===== src/rtl/core/wfp_pkg.sv =====
// Shared definitions for the wall-following PID steering block.
// Field widths, register map, register reset values and the structs that
// pass between the pipeline stages. No dependencies.
package wfp_pkg;

    // Field widths
    localparam int SAMPLE_W    = 10;
    localparam int SPEED_W     = 9;
    localparam int GAIN_W      = 18;
    localparam int BASE_W      = 9;
    localparam int OFFS_W      = 10;
    localparam int LEVEL_W     = 10;
    localparam int ERR_W       = 12;
    localparam int DERR_W      = ERR_W + 1;
    localparam int INTEG_W     = 24;
    localparam int FRAC_W      = 16;

    // Product widths: signed operand times unsigned gain (one extra sign bit)
    localparam int PTERM_W     = ERR_W + GAIN_W + 1;
    localparam int ITERM_W     = INTEG_W + GAIN_W + 1;
    localparam int DTERM_W     = DERR_W + GAIN_W + 1;
    localparam int FX_W        = ITERM_W + 3;
    localparam int Q_W         = FX_W - FRAC_W;

    localparam int SPEED_LIMIT = 255;
    localparam int RIGHT_TRIM  = 7;
    localparam int SAMPLES_DEF = 5;

    // Stream and configuration port widths
    localparam int S_TDATA_W   = 32;
    localparam int M_TDATA_W   = 24;
    localparam int CFG_IDX_W   = 4;
    localparam int CFG_DATA_W  = 18;

    // Register map
    typedef enum logic [CFG_IDX_W-1:0] {
        REG_PROP_GAIN    = 4'd0,
        REG_INTEG_GAIN   = 4'd1,
        REG_DERIV_GAIN   = 4'd2,
        REG_BASE_SPEED   = 4'd3,
        REG_ERROR_OFFSET = 4'd4,
        REG_FRONT_LEVEL  = 4'd5,
        REG_WALL_LEVEL   = 4'd6,
        REG_OPEN_LEVEL   = 4'd7
    } reg_idx_t;

    typedef struct packed {
        logic        [GAIN_W-1:0]  prop_gain;
        logic        [GAIN_W-1:0]  integ_gain;
        logic        [GAIN_W-1:0]  deriv_gain;
        logic signed [BASE_W-1:0]  base_speed;
        logic signed [OFFS_W-1:0]  error_offset;
        logic        [LEVEL_W-1:0] front_level;
        logic        [LEVEL_W-1:0] wall_level;
        logic        [LEVEL_W-1:0] open_level;
    } cfg_t;

    localparam cfg_t CFG_RESET = '{
        prop_gain:    18'd983,
        integ_gain:   18'd0,
        deriv_gain:   18'd983,
        base_speed:   9'sd25,
        error_offset: 10'sd25,
        front_level:  10'd500,
        wall_level:   10'd650,
        open_level:   10'd200
    };

    // Per-channel averages
    typedef struct packed {
        logic [SAMPLE_W-1:0] front;
        logic [SAMPLE_W-1:0] left;
        logic [SAMPLE_W-1:0] right;
    } avg_t;

    // Wall decision flags
    typedef struct packed {
        logic turn_right;
        logic turn_left;
        logic go_straight;
    } flags_t;

    // The three PID terms at 16 fraction bits
    typedef struct packed {
        logic signed [PTERM_W-1:0] prop_term;
        logic signed [ITERM_W-1:0] integ_term;
        logic signed [DTERM_W-1:0] deriv_term;
    } terms_t;

endpackage


===== src/rtl/core/wall_follow_pid_steering.sv =====
// Top level of the wall-following PID steering block: configuration
// registers and the five-register pipeline. Depends on wfp_pkg, wfp_accum,
// wfp_divide, wfp_pid and wfp_drive.
//
// Usage:
//   s_ channel: one beat carries a front, left and right distance sample.
//   Every SAMPLES beats the block averages the three channels, runs the PID
//   and sends one beat on the m_ channel with both motor speeds and the
//   turn right / turn left / go straight flags. Other beats give no result.
//   cfg_ channel: cfg_addr selects a register (0 prop_gain .. 7 open_level),
//   cfg_wdata carries the value; cfg_ready is always high. Write only while
//   no result is pending. Writes to other indexes are dropped.
//   Throughput: one input beat per cycle, steady state. The result appears
//   on m_tvalid after the closing sample has passed the sum register, which
//   loads on the edge that accepts it, then the average, error, product and
//   output registers. The integral and previous error are each a single register
//   fed back to itself, so results may follow back to back even with SAMPLES = 1.
//   Stall: when m_tready is low, each stage holds its beat; the block keeps
//   taking samples until a closing sample finds the sum register full and
//   blocked, then drops s_tready.
//   Reset (aresetn low, synchronous): registers return to their defaults,
//   sums, sample count, integral and previous error clear, the pipeline
//   empties.
module wall_follow_pid_steering #(
    parameter int SAMPLES = wfp_pkg::SAMPLES_DEF
) (
    input  logic                             aclk,
    input  logic                             aresetn,
    // s_tdata: front_sample[9:0], left_sample[19:10], right_sample[29:20], zero pad
    input  logic                             s_tvalid,
    output logic                             s_tready,
    input  logic [wfp_pkg::S_TDATA_W-1:0]    s_tdata,
    // m_tdata: left_speed[8:0], right_speed[17:9], turn_right[18], turn_left[19],
    //          go_straight[20], zero pad
    output logic                             m_tvalid,
    input  logic                             m_tready,
    output logic [wfp_pkg::M_TDATA_W-1:0]    m_tdata,
    input  logic                             cfg_valid,
    output logic                             cfg_ready,
    input  logic [wfp_pkg::CFG_IDX_W-1:0]    cfg_addr,
    input  logic [wfp_pkg::CFG_DATA_W-1:0]   cfg_wdata
);
    import wfp_pkg::*;

    localparam int SUM_W = SAMPLE_W + $clog2(SAMPLES);

    cfg_t                      cfg_reg;

    logic                      sum_valid, sum_ready;
    logic [SUM_W-1:0]          front_sum, left_sum, right_sum;
    logic                      avg_valid, avg_ready;
    avg_t                      avg;
    logic                      terms_valid, terms_ready;
    terms_t                    terms;
    flags_t                    flags;
    logic signed [SPEED_W-1:0] left_speed, right_speed;
    flags_t                    out_flags;

    // Configuration registers
    assign cfg_ready = 1'b1;

    always_ff @(posedge aclk) begin
        if (!aresetn) begin
            cfg_reg <= CFG_RESET;
        end else if (cfg_valid && cfg_ready) begin
            case (cfg_addr)
                REG_PROP_GAIN:    cfg_reg.prop_gain    <= cfg_wdata[GAIN_W-1:0];
                REG_INTEG_GAIN:   cfg_reg.integ_gain   <= cfg_wdata[GAIN_W-1:0];
                REG_DERIV_GAIN:   cfg_reg.deriv_gain   <= cfg_wdata[GAIN_W-1:0];
                REG_BASE_SPEED:   cfg_reg.base_speed   <= $signed(cfg_wdata[BASE_W-1:0]);
                REG_ERROR_OFFSET: cfg_reg.error_offset <= $signed(cfg_wdata[OFFS_W-1:0]);
                REG_FRONT_LEVEL:  cfg_reg.front_level  <= cfg_wdata[LEVEL_W-1:0];
                REG_WALL_LEVEL:   cfg_reg.wall_level   <= cfg_wdata[LEVEL_W-1:0];
                REG_OPEN_LEVEL:   cfg_reg.open_level   <= cfg_wdata[LEVEL_W-1:0];
                default: ;
            endcase
        end
    end

    // Pipeline
    wfp_accum #(
        .SAMPLES (SAMPLES)
    ) u_accum (
        .aclk         (aclk),
        .aresetn      (aresetn),
        .in_valid     (s_tvalid),
        .in_ready     (s_tready),
        .front_sample (s_tdata[SAMPLE_W-1:0]),
        .left_sample  (s_tdata[2*SAMPLE_W-1:SAMPLE_W]),
        .right_sample (s_tdata[3*SAMPLE_W-1:2*SAMPLE_W]),
        .sum_valid    (sum_valid),
        .sum_ready    (sum_ready),
        .front_sum    (front_sum),
        .left_sum     (left_sum),
        .right_sum    (right_sum)
    );

    wfp_divide #(
        .SAMPLES (SAMPLES)
    ) u_divide (
        .aclk      (aclk),
        .aresetn   (aresetn),
        .sum_valid (sum_valid),
        .sum_ready (sum_ready),
        .front_sum (front_sum),
        .left_sum  (left_sum),
        .right_sum (right_sum),
        .avg_valid (avg_valid),
        .avg_ready (avg_ready),
        .avg       (avg)
    );

    wfp_pid u_pid (
        .aclk        (aclk),
        .aresetn     (aresetn),
        .cfg         (cfg_reg),
        .avg_valid   (avg_valid),
        .avg_ready   (avg_ready),
        .avg         (avg),
        .terms_valid (terms_valid),
        .terms_ready (terms_ready),
        .terms       (terms),
        .flags       (flags)
    );

    wfp_drive u_drive (
        .aclk        (aclk),
        .aresetn     (aresetn),
        .cfg         (cfg_reg),
        .terms_valid (terms_valid),
        .terms_ready (terms_ready),
        .terms       (terms),
        .flags       (flags),
        .out_valid   (m_tvalid),
        .out_ready   (m_tready),
        .left_speed  (left_speed),
        .right_speed (right_speed),
        .out_flags   (out_flags)
    );

    assign m_tdata = {3'b000, out_flags.go_straight, out_flags.turn_left,
                      out_flags.turn_right, right_speed, left_speed};

    // Checks
    // Input stalls only when the finished-sum register is full and blocked
    assert property (@(posedge aclk) disable iff (!aresetn)
        !s_tready |-> (sum_valid && !sum_ready))
        else $error("s_tready low while sum stage can drain");

    // A blocked average beat stays in place
    assert property (@(posedge aclk) disable iff (!aresetn)
        (avg_valid && !avg_ready) |=> (avg_valid && $stable(avg)))
        else $error("average beat lost under stall");

    // Both speeds stay inside the clamp range
    assert property (@(posedge aclk) disable iff (!aresetn)
        m_tvalid |-> ($signed(m_tdata[8:0]) >= -9'sd255 &&
                      $signed(m_tdata[17:9]) >= -9'sd255))
        else $error("speed outside clamp range");

endmodule


===== src/rtl/core/wfp_accum.sv =====
// Sample accumulator: sums SAMPLES beats per channel and registers the
// finished sums. Depends on wfp_pkg.
module wfp_accum #(
    parameter int  SAMPLES = wfp_pkg::SAMPLES_DEF,
    localparam int SUM_W   = wfp_pkg::SAMPLE_W + $clog2(SAMPLES)
) (
    input  logic                          aclk,
    input  logic                          aresetn,
    input  logic                          in_valid,
    output logic                          in_ready,
    input  logic [wfp_pkg::SAMPLE_W-1:0]  front_sample,
    input  logic [wfp_pkg::SAMPLE_W-1:0]  left_sample,
    input  logic [wfp_pkg::SAMPLE_W-1:0]  right_sample,
    output logic                          sum_valid,
    input  logic                          sum_ready,
    output logic [SUM_W-1:0]              front_sum,
    output logic [SUM_W-1:0]              left_sum,
    output logic [SUM_W-1:0]              right_sum
);
    import wfp_pkg::*;

    localparam int CNT_W = (SAMPLES > 1) ? $clog2(SAMPLES) : 1;

    logic [CNT_W-1:0] count_reg;
    logic [SUM_W-1:0] front_acc_reg, left_acc_reg, right_acc_reg;
    logic [SUM_W-1:0] front_next, left_next, right_next;
    logic             sum_vld_reg;
    logic [SUM_W-1:0] front_sum_reg, left_sum_reg, right_sum_reg;
    logic             last_beat;
    logic             accept;

    // Running totals including the current beat
    assign front_next = front_acc_reg + SUM_W'(front_sample);
    assign left_next  = left_acc_reg + SUM_W'(left_sample);
    assign right_next = right_acc_reg + SUM_W'(right_sample);

    assign last_beat = (count_reg == CNT_W'(SAMPLES - 1));
    // Only the closing beat needs room in the sum register
    assign in_ready  = !last_beat || !sum_vld_reg || sum_ready;
    assign accept    = in_valid && in_ready;

    // Accumulator state
    always_ff @(posedge aclk) begin
        if (!aresetn) begin
            count_reg     <= '0;
            front_acc_reg <= '0;
            left_acc_reg  <= '0;
            right_acc_reg <= '0;
        end else if (accept) begin
            if (last_beat) begin
                count_reg     <= '0;
                front_acc_reg <= '0;
                left_acc_reg  <= '0;
                right_acc_reg <= '0;
            end else begin
                count_reg     <= count_reg + CNT_W'(1);
                front_acc_reg <= front_next;
                left_acc_reg  <= left_next;
                right_acc_reg <= right_next;
            end
        end
    end

    // Finished-sum register
    always_ff @(posedge aclk) begin
        if (!aresetn) begin
            sum_vld_reg <= 1'b0;
        end else if (accept && last_beat) begin
            sum_vld_reg <= 1'b1;
        end else if (sum_ready) begin
            sum_vld_reg <= 1'b0;
        end
    end

    always_ff @(posedge aclk) begin
        if (accept && last_beat) begin
            front_sum_reg <= front_next;
            left_sum_reg  <= left_next;
            right_sum_reg <= right_next;
        end
    end

    assign sum_valid = sum_vld_reg;
    assign front_sum = front_sum_reg;
    assign left_sum  = left_sum_reg;
    assign right_sum = right_sum_reg;

endmodule


===== src/rtl/core/wfp_divide.sv =====
// Averaging stage: divides the three sums by SAMPLES with a reciprocal
// multiply and registers the averages. Depends on wfp_pkg.
module wfp_divide #(
    parameter int  SAMPLES = wfp_pkg::SAMPLES_DEF,
    localparam int SUM_W   = wfp_pkg::SAMPLE_W + $clog2(SAMPLES)
) (
    input  logic                 aclk,
    input  logic                 aresetn,
    input  logic                 sum_valid,
    output logic                 sum_ready,
    input  logic [SUM_W-1:0]     front_sum,
    input  logic [SUM_W-1:0]     left_sum,
    input  logic [SUM_W-1:0]     right_sum,
    output logic                 avg_valid,
    input  logic                 avg_ready,
    output wfp_pkg::avg_t        avg
);
    import wfp_pkg::*;

    // Four spare shift bits keep floor(x * RECIP / 2^DIV_SHIFT) exact
    // for every sum up to 2^SUM_W with SAMPLES up to 8.
    localparam int DIV_SHIFT = SUM_W + 4;
    localparam int RECIP_W   = DIV_SHIFT + 1;
    localparam int PROD_W    = SUM_W + RECIP_W;
    localparam logic [RECIP_W-1:0] RECIP =
        RECIP_W'(((2 ** DIV_SHIFT) + SAMPLES - 1) / SAMPLES);

    logic [PROD_W-1:0] front_prod, left_prod, right_prod;
    logic              avg_vld_reg;
    avg_t              avg_reg;

    assign front_prod = PROD_W'(front_sum) * PROD_W'(RECIP);
    assign left_prod  = PROD_W'(left_sum) * PROD_W'(RECIP);
    assign right_prod = PROD_W'(right_sum) * PROD_W'(RECIP);

    assign sum_ready = !avg_vld_reg || avg_ready;

    always_ff @(posedge aclk) begin
        if (!aresetn) begin
            avg_vld_reg <= 1'b0;
        end else if (sum_ready) begin
            avg_vld_reg <= sum_valid;
        end
    end

    always_ff @(posedge aclk) begin
        if (sum_valid && sum_ready) begin
            avg_reg.front <= front_prod[DIV_SHIFT +: SAMPLE_W];
            avg_reg.left  <= left_prod[DIV_SHIFT +: SAMPLE_W];
            avg_reg.right <= right_prod[DIV_SHIFT +: SAMPLE_W];
        end
    end

    assign avg_valid = avg_vld_reg;
    assign avg       = avg_reg;

endmodule


===== src/rtl/core/wfp_pid.sv =====
// PID core: steering error, saturating integral, difference term and wall
// flags in one stage, the three gain products in the next. Depends on wfp_pkg.
module wfp_pid (
    input  logic             aclk,
    input  logic             aresetn,
    input  wfp_pkg::cfg_t    cfg,
    input  logic             avg_valid,
    output logic             avg_ready,
    input  wfp_pkg::avg_t    avg,
    output logic             terms_valid,
    input  logic             terms_ready,
    output wfp_pkg::terms_t  terms,
    output wfp_pkg::flags_t  flags
);
    import wfp_pkg::*;

    // Error stage; err_reg also serves as the previous error
    logic                       err_vld_reg;
    logic signed [ERR_W-1:0]    err_reg;
    logic signed [INTEG_W-1:0]  integ_reg;
    logic signed [DERR_W-1:0]   derr_reg;
    flags_t                     flags_b_reg;

    logic signed [ERR_W-1:0]    err_c;
    logic signed [INTEG_W:0]    isum;
    logic signed [INTEG_W-1:0]  integ_next;
    logic signed [DERR_W-1:0]   derr_c;
    flags_t                     flags_c;
    logic                       err_ready;
    logic                       err_load;

    // Product stage
    logic                       prod_vld_reg;
    terms_t                     terms_reg;
    flags_t                     flags_reg;
    logic                       prod_ready;

    // left - right + offset, all widened to the error width
    always_comb begin
        err_c = $signed({2'b00, avg.left}) - $signed({2'b00, avg.right})
                + ERR_W'(cfg.error_offset);
        isum  = (INTEG_W + 1)'(integ_reg) + (INTEG_W + 1)'(err_c);
        // clamp to the 24-bit signed range on overflow
        if (isum[INTEG_W] != isum[INTEG_W-1]) begin
            integ_next = {isum[INTEG_W], {(INTEG_W - 1){~isum[INTEG_W]}}};
        end else begin
            integ_next = isum[INTEG_W-1:0];
        end
        derr_c = DERR_W'(err_c) - DERR_W'(err_reg);
    end

    // Wall decisions from the averages
    always_comb begin
        flags_c.turn_right  = (avg.front >= cfg.front_level) &&
                              (avg.right <= cfg.open_level);
        flags_c.turn_left   = (avg.front >= cfg.front_level) &&
                              (avg.left <= cfg.open_level);
        flags_c.go_straight = (avg.right >= cfg.wall_level) &&
                              (avg.left <= cfg.open_level) &&
                              (avg.front <= cfg.open_level);
    end

    assign prod_ready = !prod_vld_reg || terms_ready;
    assign err_ready  = !err_vld_reg || prod_ready;
    assign avg_ready  = err_ready;
    assign err_load   = avg_valid && err_ready;

    always_ff @(posedge aclk) begin
        if (!aresetn) begin
            err_vld_reg <= 1'b0;
            err_reg     <= '0;
            integ_reg   <= '0;
        end else begin
            if (err_ready) begin
                err_vld_reg <= avg_valid;
            end
            if (err_load) begin
                err_reg   <= err_c;
                integ_reg <= integ_next;
            end
        end
    end

    always_ff @(posedge aclk) begin
        if (err_load) begin
            derr_reg    <= derr_c;
            flags_b_reg <= flags_c;
        end
    end

    // Gain products, gains taken as non-negative signed values
    always_ff @(posedge aclk) begin
        if (!aresetn) begin
            prod_vld_reg <= 1'b0;
        end else if (prod_ready) begin
            prod_vld_reg <= err_vld_reg;
        end
    end

    always_ff @(posedge aclk) begin
        if (err_vld_reg && prod_ready) begin
            terms_reg.prop_term  <= PTERM_W'(err_reg) *
                                    PTERM_W'($signed({1'b0, cfg.prop_gain}));
            terms_reg.integ_term <= ITERM_W'(integ_reg) *
                                    ITERM_W'($signed({1'b0, cfg.integ_gain}));
            terms_reg.deriv_term <= DTERM_W'(derr_reg) *
                                    DTERM_W'($signed({1'b0, cfg.deriv_gain}));
            flags_reg            <= flags_b_reg;
        end
    end

    assign terms_valid = prod_vld_reg;
    assign terms       = terms_reg;
    assign flags       = flags_reg;

endmodule


===== src/rtl/core/wfp_drive.sv =====
// Motor drive stage: left = base + PID sum, right = base + trim - PID sum;
// truncates toward zero, clamps both speeds, registers the result beat. Depends on wfp_pkg.
module wfp_drive (
    input  logic                              aclk,
    input  logic                              aresetn,
    input  wfp_pkg::cfg_t                     cfg,
    input  logic                              terms_valid,
    output logic                              terms_ready,
    input  wfp_pkg::terms_t                   terms,
    input  wfp_pkg::flags_t                   flags,
    output logic                              out_valid,
    input  logic                              out_ready,
    output logic signed [wfp_pkg::SPEED_W-1:0] left_speed,
    output logic signed [wfp_pkg::SPEED_W-1:0] right_speed,
    output wfp_pkg::flags_t                   out_flags
);
    import wfp_pkg::*;

    localparam logic signed [FX_W-1:0] TRIM_FX = FX_W'(RIGHT_TRIM * (2 ** FRAC_W));
    localparam logic signed [Q_W-1:0]  Q_ONE   = Q_W'(1);
    localparam logic signed [Q_W-1:0]  Q_MAX   = Q_W'(SPEED_LIMIT);
    localparam logic signed [Q_W-1:0]  Q_MIN   = -Q_W'(SPEED_LIMIT);

    // Fixed-point value to integer speed: truncate toward zero, then clamp
    function automatic logic signed [SPEED_W-1:0] speed_sat(
        input logic signed [FX_W-1:0] fx
    );
        logic signed [Q_W-1:0] q;
        logic signed [Q_W-1:0] t;
        q = $signed(fx[FX_W-1:FRAC_W]);
        t = (fx[FX_W-1] && (fx[FRAC_W-1:0] != '0)) ? q + Q_ONE : q;
        if (t > Q_MAX) begin
            t = Q_MAX;
        end else if (t < Q_MIN) begin
            t = Q_MIN;
        end
        return SPEED_W'(t);
    endfunction

    logic signed [FX_W-1:0]    pid;
    logic signed [FX_W-1:0]    base_fx;
    logic signed [FX_W-1:0]    left_fx;
    logic signed [FX_W-1:0]    right_fx;
    logic                      out_vld_reg;
    logic signed [SPEED_W-1:0] left_speed_reg;
    logic signed [SPEED_W-1:0] right_speed_reg;
    flags_t                    flags_reg;

    assign pid     = FX_W'(terms.prop_term) + FX_W'(terms.integ_term)
                     + FX_W'(terms.deriv_term);
    assign base_fx = $signed({Q_W'(cfg.base_speed), {FRAC_W{1'b0}}});
    assign left_fx  = base_fx + pid;
    assign right_fx = base_fx + TRIM_FX - pid;

    assign terms_ready = !out_vld_reg || out_ready;

    // Output register
    always_ff @(posedge aclk) begin
        if (!aresetn) begin
            out_vld_reg <= 1'b0;
        end else if (terms_ready) begin
            out_vld_reg <= terms_valid;
        end
    end

    always_ff @(posedge aclk) begin
        if (terms_valid && terms_ready) begin
            left_speed_reg  <= speed_sat(left_fx);
            right_speed_reg <= speed_sat(right_fx);
            flags_reg       <= flags;
        end
    end

    assign out_valid   = out_vld_reg;
    assign left_speed  = left_speed_reg;
    assign right_speed = right_speed_reg;
    assign out_flags   = flags_reg;

endmodule

===== config.mk =====
export PLATFORM = sky130hd
export DESIGN_NAME = wall_follow_pid_steering
export DESIGN_NICKNAME = d
export VERILOG_FILES = /design/src/rtl/core/wfp_pkg.sv /design/src/rtl/core/wall_follow_pid_steering.sv /design/src/rtl/core/wfp_accum.sv /design/src/rtl/core/wfp_divide.sv /design/src/rtl/core/wfp_pid.sv /design/src/rtl/core/wfp_drive.sv
export SDC_FILE = /design/constraint.sdc
export NUM_CORES = 2
export LEC_CHECK = 0
export ABC_AREA = 1
export BUFFER_PORTS_ARGS = -buffer_cell sky130_fd_sc_hd__buf_2
export CORE_MARGIN = 2
export CORE_UTILIZATION = 40
export DETAILED_ROUTE_END_ITERATION = 6
export GPL_TIMING_DRIVEN = 0
export PLACE_DENSITY = 0.64
export SLEW_MARGIN = 5
export SYNTH_ARGS = -nofsm -noshare
export SYNTH_HDL_FRONTEND = slang
export SYNTH_HIERARCHICAL = 1
export SYNTH_SLANG_ARGS = --single-unit

===== constraint.sdc =====
create_clock -name aclk -period 13.8 [get_ports aclk]
set_clock_uncertainty 0.1 [all_clocks]
set_input_delay 3.45 -clock aclk [delete_from_list [all_inputs] [get_ports aclk]]
set_output_delay 3.45 -clock aclk [all_outputs]
set_load 0.05 [all_outputs]

Word level (Yosys, flattened, before mapping):

Cells that the tools add are included.

* $add $sub $neg: 15
* multipliers: 6
* div/mod/pow operators: 0
* $lt $le $gt $ge: 9
* eq/ne operators: 9
* shift-type cells: 0
* multiplexer cells: 11
* bitwise operators: 1
* reductions and logical operators: 38

Operator list (number)
* 13-bit by 15-bit multiplier with 27-bit output (second input constant): 3
* 30-bit by 2-bit adder with 30-bit output (second input constant): 2
* 30-bit by 9-bit > comparator with 1-bit output (second input constant): 2
* 30-bit by 9-bit less-than comparator with 1-bit output (second input constant): 2
* 30-bit two-way mux: 2
* 25-bit by 46-bit adder with 46-bit output: 1
* 46-bit subtractor: 1
* 44-bit by 32-bit adder with 45-bit output: 1
* 31-bit by 43-bit adder with 44-bit output: 1
* 24-bit by 19-bit multiplier with 43-bit output: 1
* 13-bit by 10-bit adder with 13-bit output: 3
* 13-bit two-way mux: 3
* 13-bit by 19-bit multiplier with 32-bit output: 1
* 16-bit nonzero test: 2
* 12-bit by 19-bit multiplier with 31-bit output: 1
* 10-bit <= comparator: 3
* 25-bit by 20-bit adder with 26-bit output (second input constant): 1
* 24-bit by 12-bit adder with 25-bit output: 1
* 24-bit two-way mux: 1
* 10-bit greater-or-equal comparator: 2
* 9-bit two-way mux: 2
* 4-bit by 3-bit == test with 1-bit output (second input constant): 4
* 2-bit AND reduction: 8
* 12-bit by 12-bit subtractor with 13-bit output: 1
* 16 further kinds: 40

* register bits: 401
* bits in latches: 0
* bits in writable memories: 0
* ROM bits: 0
* memories kept: 0

Longest topological paths before layout:

* depth after elaboration: 9
* mapped depth: 47

Hierarchy:

Netlist, hierarchy kept.

Modules (own cells, without submodules)
* wfp_pid: instances 1, cells each 5279, area each 41697.5 sq um, seq. area each 4514.3 sq um
* wfp_drive: instances 1, cells each 1988, area each 11697.5 sq um, seq. area each 650.6 sq um
* wfp_divide: instances 1, cells each 1429, area each 11350.9 sq um, seq. area each 920.9 sq um
* wfp_accum: instances 1, cells each 640, area each 4917.2 sq um, seq. area each 2031.9 sq um
* wall_follow_pid_steering: instances 1, cells each 579, area each 4051.4 sq um, seq. area each 2062.0 sq um

Worst setup path before layout:

Ideal clock, no wire load.

* path type: input-to-reg
* from: input port m_tready
* to: register u_pid.flags_reg, in the netlist u_pid/flags[0] (enable)
* setup time: 0.612 ns
* arrival: 8.875 ns
* setup slack: 4.213 ns
* stages: 4
* path buffers: 0
* path through: inv_1 > nand2_1 > inv_1 > a21oi_1

* cells in the longest elaborated chain, start to end: 3

Ends and longest elaborated chain
* from (decl): line wall_follow_pid_steering.sv:36 `input logic m_tready,`
* 1-bit logical OR: line wfp_drive.sv:55 `assign terms_ready = !out_vld_reg || out_ready;`
* via terms_ready: line wall_follow_pid_steering.sv:53 `logic terms_valid, terms_ready;`
* 1-bit logical OR: line wfp_pid.sv:63 `assign prod_ready = !prod_vld_reg || terms_ready;`
* 1-bit logical AND: line wfp_pid.sv:101 `if (err_vld_reg && prod_ready) begin`
* to (signal assigned): line wfp_pid.sv:108 `flags_reg <= flags_b_reg;`
* to (decl): line wfp_pid.sv:35 `flags_t flags_reg;`

The timed path passes the listed nets, and every way through them passes these cells.
A chain may end at the register's enable or synchronous reset.

Worst setup path in the final report:

* from: input port m_tready
* to: output port s_tready

* cells in the longest elaborated chain, start to end: 5

Ends and longest elaborated chain
* 1-bit logical OR: line wfp_drive.sv:55
* via terms_ready: line wall_follow_pid_steering.sv:53
* 1-bit logical OR: line wfp_pid.sv:63
* 1-bit logical OR: line wfp_pid.sv:64 `assign err_ready = !err_vld_reg || prod_ready;`
* via avg_ready: line wall_follow_pid_steering.sv:51 `logic avg_valid, avg_ready;`
* 1-bit logical OR: line wfp_divide.sv:36 `assign sum_ready = !avg_vld_reg || avg_ready;`
* via sum_ready: line wall_follow_pid_steering.sv:49 `logic sum_valid, sum_ready;`
* 1-bit logical OR: line wfp_accum.sv:39 `assign in_ready = !last_beat || !sum_vld_reg || sum_ready;`
* to (decl): line wall_follow_pid_steering.sv:31 `output logic s_tready,`

The timed path passes the listed nets, and every way through them passes these cells.

==> metrics.md <==
| Metric | Value |
|---|---|
| Hold Fails Final Rpt | 0 |
| FILL cells | 18,710 |
| Wire length per cell | 17.15 um |
| Largest net degree at the start of global routing | 43 |
| Row cnt | 157 |
| Number of synthesized flops with an enable pin | 215 |
| Register Area | 0.01018 sq mm |
| Critical path arrival | 5310 ps |
| Seq/Total Area, Yosys | 13.81% |
| Clock buffer depth | 3 |
| Worst setup path class | input pin to output port |
| Slew Limit Fails | 0 |
| #FFs+latches synth | 401 |
| Vias | 62,280 |
| All-layer global routing usage | 23.20% |
| P_sw | 0.001457 W |
| Number of antenna violations at the first check in global routing | 3 |
| Internal power | 0.002620 W |
| Critical Path Start Type | input pin |
| Max_slew headroom | 32.98% |
| Number of global-route vias before repair | 64,200 |
| Core area | 0.1831 sq mm |
| Worst vdd ir | 0.1094 mV |
| Distinct cells, synth | 63 |
| Detail Route Antenna Nets | 0 |
| Iter 0 DRT Violations | 4,053 |
| Cells after Synth | 9,915 |
| Count of hold-fix buffers inserted at cts | 0 |
| Crit-path max FO | 3 |
| Sequential share of power | 32.7% |
| Status | complete, no violations |
| Hpwl dp | 186,300 um |
| DIE HEIGHT | 433.3 um |
| Period utilisation layout | 64.21% |
| Setup_tns | 0 ps |
| # Max-Cap Violations | 0 |
| Critical Path RT | 10,250 ps |
| Mapped cell area | 0.07371 sq mm |
| Die ar. | 0.1877 sq mm |
| RSZ-0062 raised after global routing | no |
| Detailed Routing Iterations Pass 1 | 6 |
| Routed WL | 215,400 um |
| Final Core Density | 43.27% |
| TritonCTS Buffers | 50 |
| Grt ovf | 0 |
| Power Density | 51.46 mW/mm^2 |
| LEAKAGE | 43.46 nW |
| Post-CTS Setup Bufs | 0 |
| TritonCTS clock tree | built |
| Synth Area per Inst | 7.435 sq um |
| PostCTS Resize Cnt | 0 |
| Synth warnings | 6 |
| # IOs | 86 |
| DRC Markers | 0 |
| Fmax | 112.8 MHz |
| Initial Util | 40.26% |
| Ys async rst share | 0% |
| Clk_lat worst skew | 700 ps |
| HP Class | register to register |
| Tightest Pin Transition | 1005 ps |
| Chip width | 433.3 um |
| Nets@finish | 11,900 |
| Combinational Power Share | 31.7% |
| Switch share | 35.73% |
| DR vias/cell | 4.958 |
| Footprint of the multi-input gates | 0.05342 sq mm |
| Clock Sinks | 401 |
| Fraction of layout cells with a size suffix above 1 | 4.536% |
| Routability congestion estimate | 0.9961 |
| Clock H-tree levels | 2 |
| Main synth FF type | edfxtp_1 |
| Critical Path Sink Type | output port |
| Part of the power in the clock network | 35.6% |
| CTS clk-pin slew, worst paths | 60 ps |
| Final period demand of the worst path | 8862 ps |
| Largest register FFs | 106 |
| Area Overhead vs Synth | 7.463% |
| Clk root buf | clkbuf_16 |
| First-pass GRT wire length | 344,000 um |
| Port bufs | 79 |
| Setup-failing EPs final | 0 |
-- power groups by stage --
stage / clock (W) / sequential (W) / combinational, W
6_report: 0.00145 / 0.00133 / 0.00129
5_1_grt: 0.00152 / 0.00134 / 0.00145
4_1_cts: 0.00148 / 0.00133 / 0.00128
3_5_place_dp: 0 / 0.00136 / 0.00127
3_3_place_gp: 0 / 0.00136 / 0.00126
2_1_floorplan: 0 / 0.00135 / 0.000929
-- area by class of cell --
| type | count | area share (%) |
|---|---|---|
| antenna | 2 | 0.006318 |
| buffer | 236 | 1.241 |
| clock buffer | 60 | 1.679 |
| clock inverter | 33 | 0.6081 |
| inverter | 2445 | 11.59 |
| multi-input combinational | 6835 | 67.43 |
| sequential | 401 | 12.85 |
| tap | 2464 | 3.892 |
| timing repair buffer | 86 | 0.7044 |
-- cell usage in the layout (no fill, tap or decap), types with 9 or more instances in the layout --
cell type | synthesis | layout
xor2_1 | 177 | 177
buf_1 | 14 | 14
o21a_1 | 23 | 23
nor4_1 | 14 | 14
bufinv_16 | 0 | 9
nand3b_1 | 16 | 16
nor2_2 | 46 | 46
o21bai_1 | 32 | 32
nand3_2 | 22 | 22
nand2_1 | 2477 | 2477
inv_2 | 24 | 25
edfxtp_1 | 215 | 215
o211ai_1 | 17 | 17
a21oi_1 | 405 | 402
nor2_1 | 653 | 653
o21ai_0 | 197 | 197
nor3_1 | 70 | 70
dfxtp_1 | 186 | 185
a31oi_1 | 17 | 17
o21ai_1 | 19 | 19
nand4_1 | 144 | 144
nand3_1 | 388 | 388
nor2_4 | 19 | 19
clkbuf_16 | 0 | 51
or2_2 | 24 | 24
ha_1 | 808 | 808
and2_1 | 25 | 25
fa_1 | 980 | 980
a21o_1 | 29 | 29
a21boi_0 | 12 | 12
buf_2 | 26 | 105
a21oi_2 | 22 | 22
buf_4 | 9 | 9
nand2_2 | 59 | 59
clkbuf_1 | 183 | 189
xnor2_1 | 68 | 68
inv_1 | 2420 | 2419
-- logic make-up (layout without fill, tap and decap cells) --
group | count (synthesis) | after routing | share of synthesized area (%)
AOI/OAI and AO/OA | 814 | 814 | 6.248
xor gates and xnor gates | 248 | 248 | 2.977
adders and majority gates | 1788 | 1788 | 40.33
buffers and inverters | 2681 | 2860 | 13.78
DFF | 401 | 401 | 13.81
other | 2 | 6 | 0.01019
and+or+nand+nor | 3981 | 3981 | 22.84
-- routing by layer --
layer  share of wire, %  routed length, um  vias up  GRT usage, %
li1                   -                  -    30290             -
met1                 43              91860    29870         29.34
met3                5.3              11500      408         2.638
met5                  0                  0        -             0
met2                 47             101600     1718         39.92
met4                4.9              10510        0         9.990
-- worst paths after layout --
check,startpoint,slack [ps],endpoint,depth (start not counted)
max,m_tready,4940,s_tready,10
min,u_pid/flags[2]$_DFFE_PP_,320,u_drive/out_flags[2]$_DFFE_PP_,0
max reg2reg,u_pid/terms[1]$_DFFE_PP_,5170,u_drive/right_speed[0]$_SDFFCE_PP1P_,40
min reg2reg,u_pid/flags[2]$_DFFE_PP_,320,u_drive/out_flags[2]$_DFFE_PP_,0
-- stage by stage --
step                instances  hold WS (ps)  setup WS [ps]  area, sq um  power (W)
global route            12560         331.4           4432        79210   0.004313
global placement        12460         303.7           1123        77200   0.002621
floorplan                9917         300.3           4213        73720   0.002279
finish                  12560         319.8           4938        79220   0.004076
CTS                     12560         319.8           4980        79210   0.004103
detailed placement      12470         305.6           4986        77400   0.002632
-- worst max-delay path: stages --
cell and delay (ps):
buf_2 100, inv_1 220, nand2_1 110, inv_1 160, nand3_1 240, inv_1 190
nand2_1 80, nor2_1 300, nand2_1 190, buf_2 260
-- Yosys cell counts, types with 144 or more instances --
cell | instances | area share [%]
a21oi_1 | 405 | 2.7
clkbuf_1 | 183 | 0.93
dfxtp_1 | 186 | 5.1
edfxtp_1 | 215 | 8.8
fa_1 | 980 | 27
ha_1 | 808 | 14
inv_1 | 2420 | 12
nand2_1 | 2477 | 13
nand3_1 | 388 | 2.6
nand4_1 | 144 | 1.2
nor2_1 | 653 | 3.3
o21ai_0 | 197 | 1.3
xor2_1 | 177 | 2.1
(Power assumes the default switching activity.)
